**config.mk**
```make
export PLATFORM = sky130hd
export DESIGN_NAME = rewrite_rule_text_tokenizer_flat
export DESIGN_NICKNAME = d
export VERILOG_FILES = /design/src/sv/rrt_pkg.sv /design/src/sv/rrt_char_if.sv /design/src/sv/rrt_token_if.sv /design/src/sv/rrt_step.sv /design/src/sv/rewrite_rule_text_tokenizer.sv /design/src/flat_wrapper.sv
export SDC_FILE = /design/constraint.sdc
export NUM_CORES = 1
export LEC_CHECK = 0
export ABC_CLOCK_PERIOD_IN_PS = 3640
export BUFFER_PORTS_ARGS = -buffer_cell sky130_fd_sc_hd__buf_4
export CAP_MARGIN = 25
export CELL_PAD_IN_SITES_DETAIL_PLACEMENT = 2
export CELL_PAD_IN_SITES_GLOBAL_PLACEMENT = 2
export CORE_UTILIZATION = 36
export CTS_CLUSTER_DIAMETER = 100
export CTS_CLUSTER_SIZE = 14
export DETAILED_ROUTE_END_ITERATION = 8
export PLACE_DENSITY = 0.77
export SETUP_SLACK_MARGIN = 0.15
export SLEW_MARGIN = 20
export SYNTH_ARGS = -nofsm -noshare
export SYNTH_HDL_FRONTEND = slang
export SYNTH_SLANG_ARGS = --single-unit
export TNS_END_PERCENT = 1
```
**constraint.sdc**
```tcl
create_clock -name clk -period 3.64 [get_ports clk]
set_clock_uncertainty 0.2 [all_clocks]
set_input_delay 0.182 -clock clk [delete_from_list [all_inputs] [get_ports clk]]
set_output_delay 0.182 -clock clk [all_outputs]
set_load 0.005 [all_outputs]
```
**src/sv/rrt_pkg.sv**
```systemverilog
// Package for the rule text tokenizer: character codes, phase and kind codes,
// the parser state record and the escape helpers. No dependencies.
package rrt_pkg;

    localparam int CHAR_W = 16;
    localparam int LINE_W = 16;

    localparam logic [CHAR_W-1:0] CH_TAB   = 16'h0009;
    localparam logic [CHAR_W-1:0] CH_LF    = 16'h000A;
    localparam logic [CHAR_W-1:0] CH_CR    = 16'h000D;
    localparam logic [CHAR_W-1:0] CH_SP    = 16'h0020;
    localparam logic [CHAR_W-1:0] CH_HASH  = 16'h0023;
    localparam logic [CHAR_W-1:0] CH_SEMI  = 16'h003B;
    localparam logic [CHAR_W-1:0] CH_EQ    = 16'h003D;
    localparam logic [CHAR_W-1:0] CH_BSL   = 16'h005C;
    localparam logic [CHAR_W-1:0] CH_LC_N  = 16'h006E;
    localparam logic [CHAR_W-1:0] CH_LC_S  = 16'h0073;

    localparam logic [LINE_W-1:0] LINE_MAX = '1;

    typedef enum logic [3:0] {
        PH_HEAD       = 4'b0001,
        PH_EQUALS     = 4'b0010,
        PH_TAIL_START = 4'b0100,
        PH_TAIL       = 4'b1000
    } phase_t;

    typedef enum logic [2:0] {
        K_NONE   = 3'd0,
        K_HEAD   = 3'd1,
        K_TAIL   = 3'd2,
        K_END    = 3'd3,
        K_EQ_ERR = 3'd4
    } kind_t;

    typedef struct packed {
        phase_t             phase;
        logic               in_comment;
        logic               escape_pending;
        logic               head_seen;
        logic               halted;
        logic [LINE_W-1:0]  line_count;
    } rrt_state_t;

    typedef struct packed {
        kind_t              kind;
        logic               escape_error;
        logic [CHAR_W-1:0]  out_char;
        logic [LINE_W-1:0]  line_number;
    } rrt_result_t;

    localparam rrt_state_t STATE_RESET = '{
        phase:          PH_HEAD,
        in_comment:     1'b0,
        escape_pending: 1'b0,
        head_seen:      1'b0,
        halted:         1'b0,
        line_count:     '0
    };

    function automatic logic is_space(input logic [CHAR_W-1:0] c);
        return c inside {CH_SP, CH_LF, CH_CR, CH_TAB};
    endfunction

    function automatic logic [CHAR_W-1:0] unescape_char(input logic [CHAR_W-1:0] c);
        logic [CHAR_W-1:0] r;
        case (c)
            CH_LC_N: r = CH_LF;
            CH_LC_S: r = CH_SP;
            default: r = c;
        endcase
        return r;
    endfunction

    function automatic logic escape_bad(input logic [CHAR_W-1:0] c);
        return !(c inside {CH_LC_N, CH_LC_S, CH_EQ, CH_BSL});
    endfunction

endpackage

```
**src/sv/rrt_char_if.sv**
```systemverilog
// Input channel of the rule text tokenizer: one character word per handshake.
// Depends on rrt_pkg.
interface rrt_char_if
    import rrt_pkg::*;
();
    logic              valid;
    logic              ready;
    logic [CHAR_W-1:0] char_code;
    logic              restart;

    modport source (output valid, output char_code, output restart, input ready);
    modport sink   (input valid, input char_code, input restart, output ready);
endinterface

```
**src/sv/rrt_token_if.sv**
```systemverilog
// Output channel of the rule text tokenizer: one tagged character word per
// handshake. Depends on rrt_pkg.
interface rrt_token_if
    import rrt_pkg::*;
();
    logic              valid;
    logic              ready;
    logic [2:0]        kind;
    logic              escape_error;
    logic [CHAR_W-1:0] out_char;
    logic [LINE_W-1:0] line_number;

    modport source (output valid, output kind, output escape_error, output out_char,
                    output line_number, input ready);
    modport sink   (input valid, input kind, input escape_error, input out_char,
                    input line_number, output ready);
endinterface

```
**src/sv/rrt_step.sv**
```systemverilog
// Next-state and result logic for one character of rule text.
// Depends on rrt_pkg.
module rrt_step
    import rrt_pkg::*;
(
    input  rrt_state_t        cur,
    input  logic [CHAR_W-1:0] char_code,
    input  logic              restart,
    output rrt_state_t        nxt,
    output rrt_result_t       res
);

    rrt_state_t        st;
    kind_t             kind;
    logic              err;
    logic [CHAR_W-1:0] ch;

    always_comb
    begin
        st   = restart ? STATE_RESET : cur;
        nxt  = st;
        kind = K_NONE;
        err  = 1'b0;
        ch   = '0;

        if (!st.halted)
        begin
            if (char_code == CH_LF && st.line_count != LINE_MAX)
                nxt.line_count = st.line_count + LINE_W'(1);

            if (st.in_comment)
            begin
                if (char_code == CH_LF)
                    nxt.in_comment = 1'b0;
            end
            else if (char_code == CH_HASH)
            begin
                // keep any pending escape across the comment
                nxt.in_comment = 1'b1;
            end
            else
            begin
                case (st.phase)
                    PH_HEAD:
                    begin
                        if (st.escape_pending)
                        begin
                            ch                 = unescape_char(char_code);
                            err                = escape_bad(char_code);
                            kind               = K_HEAD;
                            nxt.head_seen      = 1'b1;
                            nxt.escape_pending = 1'b0;
                        end
                        else if (is_space(char_code))
                        begin
                            if (st.head_seen)
                                nxt.phase = PH_EQUALS;
                        end
                        else if (char_code == CH_BSL)
                            nxt.escape_pending = 1'b1;
                        else if (char_code == CH_EQ)
                            nxt.phase = PH_TAIL_START;
                        else
                        begin
                            ch            = char_code;
                            kind          = K_HEAD;
                            nxt.head_seen = 1'b1;
                        end
                    end
                    PH_EQUALS:
                    begin
                        if (!is_space(char_code))
                        begin
                            if (char_code == CH_EQ)
                                nxt.phase = PH_TAIL_START;
                            else
                            begin
                                kind       = K_EQ_ERR;
                                nxt.halted = 1'b1;
                            end
                        end
                    end
                    PH_TAIL_START:
                    begin
                        if (st.escape_pending)
                        begin
                            ch                 = unescape_char(char_code);
                            err                = escape_bad(char_code);
                            kind               = K_TAIL;
                            nxt.escape_pending = 1'b0;
                            nxt.phase          = PH_TAIL;
                        end
                        else if (is_space(char_code))
                        begin
                            // drop leading tail whitespace
                        end
                        else if (char_code == CH_BSL)
                            nxt.escape_pending = 1'b1;
                        else
                        begin
                            ch        = char_code;
                            kind      = K_TAIL;
                            nxt.phase = PH_TAIL;
                        end
                    end
                    default:
                    begin
                        if (st.escape_pending)
                        begin
                            ch                 = unescape_char(char_code);
                            err                = escape_bad(char_code);
                            kind               = K_TAIL;
                            nxt.escape_pending = 1'b0;
                        end
                        else if (char_code == CH_BSL)
                            nxt.escape_pending = 1'b1;
                        else if (char_code == CH_SEMI)
                        begin
                            kind          = K_END;
                            nxt.phase     = PH_HEAD;
                            nxt.head_seen = 1'b0;
                        end
                        else
                        begin
                            ch   = char_code;
                            kind = K_TAIL;
                        end
                    end
                endcase
            end
        end

        res.kind         = kind;
        res.escape_error = err;
        res.out_char     = ch;
        res.line_number  = nxt.line_count;
    end

endmodule

```
**src/sv/rewrite_rule_text_tokenizer.sv**
```systemverilog
// Top level of the rule text tokenizer: parser state register, result register
// and handshake. Depends on rrt_pkg, rrt_char_if, rrt_token_if and rrt_step.
//
//   channel   dir   word                                         per word
//   chars     in    char_code[15:0], restart                     one character
//   tokens    out   kind[2:0], escape_error, out_char[15:0],     one tag
//                   line_number[15:0]
//
// One character a cycle while chars.ready is high: each accepted word is decoded
// against the state register in the same cycle and its tag lands in the result
// register; tokens.valid rises in the cycle after acceptance.
// Reset puts the parser in the head phase with line count zero; restart does the
// same ahead of its own character.
// A stalled result holds; chars.ready stays high while the result is being taken.
module rewrite_rule_text_tokenizer
    import rrt_pkg::*;
(
    input  logic          clk,
    input  logic          rst_n,
    rrt_char_if.sink      chars,
    rrt_token_if.source   tokens
);

    rrt_state_t  state_reg;
    rrt_state_t  state_next;
    rrt_result_t res_reg;
    rrt_result_t res_next;
    logic        out_valid_reg;
    logic        accept;

    rrt_step u_step (
        .cur       (state_reg),
        .char_code (chars.char_code),
        .restart   (chars.restart),
        .nxt       (state_next),
        .res       (res_next)
    );

    assign chars.ready = !out_valid_reg || tokens.ready;
    assign accept      = chars.valid && chars.ready;

    always_ff @(posedge clk or negedge rst_n)
    begin
        if (!rst_n)
        begin
            state_reg     <= STATE_RESET;
            out_valid_reg <= 1'b0;
        end
        else
        begin
            if (accept)
            begin
                state_reg     <= state_next;
                out_valid_reg <= 1'b1;
            end
            else if (tokens.ready)
                out_valid_reg <= 1'b0;
        end
    end

    always_ff @(posedge clk)
    begin
        if (accept)
            res_reg <= res_next;
    end

    assign tokens.valid        = out_valid_reg;
    assign tokens.kind         = res_reg.kind;
    assign tokens.escape_error = res_reg.escape_error;
    assign tokens.out_char     = res_reg.out_char;
    assign tokens.line_number  = res_reg.line_number;

    a_phase_onehot: assert property (@(posedge clk) disable iff (!rst_n)
        $onehot(state_reg.phase))
        else $error("parser phase not one-hot");

    a_halt_silent: assert property (@(posedge clk) disable iff (!rst_n)
        accept && state_reg.halted && !chars.restart |=> tokens.kind == K_NONE)
        else $error("halted tokenizer produced a tag");

    a_err_halts: assert property (@(posedge clk) disable iff (!rst_n)
        accept && res_next.kind == K_EQ_ERR |=> state_reg.halted)
        else $error("equals-expected error did not halt");

    a_line_monotonic: assert property (@(posedge clk) disable iff (!rst_n)
        accept && !chars.restart |=> tokens.line_number >= $past(state_reg.line_count))
        else $error("line count went backwards");

endmodule

```
**src/flat_wrapper.sv**
```systemverilog
// flat-port wrapper written by rule: the top's interface ports become plain ports
module rewrite_rule_text_tokenizer_flat import rrt_pkg::*;
  (clk, rst_n, chars_valid, chars_char_code, chars_restart, chars_ready, tokens_valid, tokens_kind, tokens_escape_error, tokens_out_char, tokens_line_number, tokens_ready);
  rrt_char_if chars_i ();
  rrt_token_if tokens_i ();
  input  logic clk;
  input  logic rst_n;
  input wire logic [$bits(chars_i.valid)-1:0] chars_valid;
  input wire logic [$bits(chars_i.char_code)-1:0] chars_char_code;
  input wire logic [$bits(chars_i.restart)-1:0] chars_restart;
  output wire logic [$bits(chars_i.ready)-1:0] chars_ready;
  output wire logic [$bits(tokens_i.valid)-1:0] tokens_valid;
  output wire logic [$bits(tokens_i.kind)-1:0] tokens_kind;
  output wire logic [$bits(tokens_i.escape_error)-1:0] tokens_escape_error;
  output wire logic [$bits(tokens_i.out_char)-1:0] tokens_out_char;
  output wire logic [$bits(tokens_i.line_number)-1:0] tokens_line_number;
  input wire logic [$bits(tokens_i.ready)-1:0] tokens_ready;
  assign chars_i.valid = chars_valid;
  assign chars_i.char_code = chars_char_code;
  assign chars_i.restart = chars_restart;
  assign chars_ready = chars_i.ready;
  assign tokens_valid = tokens_i.valid;
  assign tokens_kind = tokens_i.kind;
  assign tokens_escape_error = tokens_i.escape_error;
  assign tokens_out_char = tokens_i.out_char;
  assign tokens_line_number = tokens_i.line_number;
  assign tokens_i.ready = tokens_ready;
  rewrite_rule_text_tokenizer u_core (.clk(clk), .rst_n(rst_n), .chars(chars_i), .tokens(tokens_i));
endmodule
```
==> results.yml <==
layout:
  largest_reg_flops: 24
  mostFrequentLayoutCells: "63 x buf_4, 39 x nor2_1, 36 x edfxtp_1"
  diodes: 0
  fillers: 1059
  multi_input_area_um2: 1780
  layout_commonest_cell: "buf_4"
  register_area_um2: 1710
  layout.nets: 447
  final_util_pct: 46.2
  area_growth_pct: 24.6
  drive_gt1_share_pct: 23.5
  fin_cells: 563
setup_path:
  end_kind: "register"
  startpoint: "u_core.state_reg[0]"
  critPathLaunchType: "register"
  cp.arrival_ps: 3020
  required_ps: 3670
  crit_fanout: 5
  r2r_start: "u_core.state_reg[0]"
  reg2regPathDepth: 8
  critPathKind: "register to register"
drt:
  vias_per_cell: 5.60
  drtPass1Iterations: 4
  ant_nets: 0
  totalWireLength_mm: 11.4
  vias: 3154
  wl_per_cell_um: 20.2
  drt-initial-drc-count: 102
  drc_errors: 0
die:
  die_area_um2: 10500
  pin_count: 59
  start_util_pct: 37.1
  core_um2: 9770
  rows: 36
  die_x_um: 102
  fp.dieH_um: 102
timing:
  worst_slew_pin_slew_ps: 1020
  period_share_pct: 82.1
  rsz0062_at_grt: "no"
  setup_tns_ps: 0
  period_needed_ps: 2990
  clock.fmax_mhz: 334
  slew-limit-headroom_pct: 31.3
  drv_slew: 0
  worst_slack_ps: 650
  setup_viol: 0
  hold_viol_final: 0
power_and_ir_drop:
  netSwitchingPower_mw: 0.491
  switching_share_pct: 26.5
  ir_drop_v: 0.000186
  p_int_mw: 1.36
  power.leakage_nw: 1.77
  power_frac_seq_pct: 44.5
  power_density_nw_per_um2: 410
  p_clk_share_pct: 40.5
  power_mw: 1.85
  p_comb_share_pct: 14.9
clocking:
  cts_max_level: 3
  clk_pin_slew_worst_paths_ps: 80
  cts-buffers-inserted: 9
  clkLatencyLatePin_ps: 350
  cts_root_buffer: "clkbuf_8"
  cts_max_path_buffers: 2
  cts_resized: 0
  clock_sinks: 61
  cts_tree: "built"
placement:
  io_buffer_count: 58
  dpl.cell_count: 535
  place_ws_ps: 727
  dp_hpwl_mm: 8.02
  gp_congestion: 0.842
hold_path:
  whs_path_depth: 2
  hold_start: "chars_char_code[1]"
  hold_path_class: "input port to register"
job:
  drv.max_cap_violation_count: 0
global_route:
  grt_use_met3_pct: 4.92
  met2_usage_pct: 42.3
  antenna_found_initial: 0
  grt_usage_pct: 23.8
  top_usage_layer: "met2"
  grt_max_degree: 30
  grt_pass1_wl_mm: 18.7
  grt_use_met1_pct: 29.7
  first_global_vias: 3466
  overflow: 0
run_status:
  status: "complete, no violations"
synth:
  synth_edf_count: 36
  ys_warn_count: 0
  syn_avg_cell_area_um2: 10.2
  syn-num-nets: 378
  ys_async_sr_fraction_pct: 41.0
  seq_area_frac_synth_pct: 47.1
  synthCells: 356
  synth_flop_cell: "edfxtp_1"
  syn-cell-area_um2: 3620
  synth_cell_types: 70
  synth_seq_cells: 61
## stage by stage
step	hold slack (ps)	instance area, um^2
after global placement	-73.4	4160
final	19.3	4510
after detailed placement	-64.7	4160
after global routing	18.6	4510
after CTS	10.2	4510
after floorplan	-314	3620
## path summary, 6_finish.rpt
| kind | end | slack [ps] |
|---|---|---|
| setup / recovery | u_core.state_reg[3] | 650 |
| hold / removal | u_core.tokens.out_char[1] | 20 |
| setup reg to reg | u_core.state_reg[3] | 650 |
| hold reg to reg | u_core.state_reg[1] | 350 |
| max in group asynchronous | u_core.state_reg[20] | 2810 |
| min in group asynchronous | u_core.state_reg[0] | 100 |
## critical path, cell delays in order, from the launching register on
cell      delay, ps
dfrtp_1         420
nor2b_1         280
ha_1            220
nand3_1         180
or3_4           450
o211ai_1        470
nor2_1          170
nor4b_1         190
a211o_1         290
## synthesized netlist by cell type, types with 7 or more instances
cell      number  area share (%)
o21ai_0       15             2.1
nor2b_1       11             1.9
mux2i_1        7             1.9
a21oi_1        8             1.1
nor3_1         7            0.97
nand3_1       16             2.2
inv_1          8            0.83
nor2_1        39             4.0
clkbuf_1       8            0.83
nand2_1       33             3.4
dfrtp_1       24              17
and2_1        11             1.9
edfxtp_1      36              30
xnor2_1       10             2.4
nand4_1        9             1.6
and3_1        10             1.7
## logic make-up after synthesis
family	Yosys count	synth area share [%]
compound gates	68	13.6
xor+xnor	15	3.63
fa+ha+maj	1	0.345
buf+inv	25	3.76
flops	61	47.1
mux	7	1.93
simple gates	179	29.6
## what timing repair did
item / in CTS / in global routing
hold buffers: 12 / 0
setup buffers: 0 / 0
endpoints found under the hold margin: 35 / 0
## routing by layer
metal  part of all wire, %  vias up
met5                     0        -
met4                   1.1        0
met3                   2.9       11
met2                    52       52
met1                    44     1624
li1                      -     1467
## cell type report
type,count,share of cell area (%)
multi-input cells,270,39.4
flip-flops and latches,61,37.8
repair buffers,75,13.1
well taps,133,3.69
clock buffers,9,2.74
clock inverters,7,2.52
inverters,8,0.665
## power by group through the flow
stage | clock, mW | combinational [mW] | sequential, mW
after floorplan | 0 | 0.166 | 0.821
after global placement | 0 | 0.257 | 0.837
after detailed placement | 0 | 0.267 | 0.839
after CTS | 0.765 | 0.280 | 0.825
after global routing | 0.794 | 0.306 | 0.831
final | 0.751 | 0.277 | 0.825
Power figures use the tool's default switching activity.
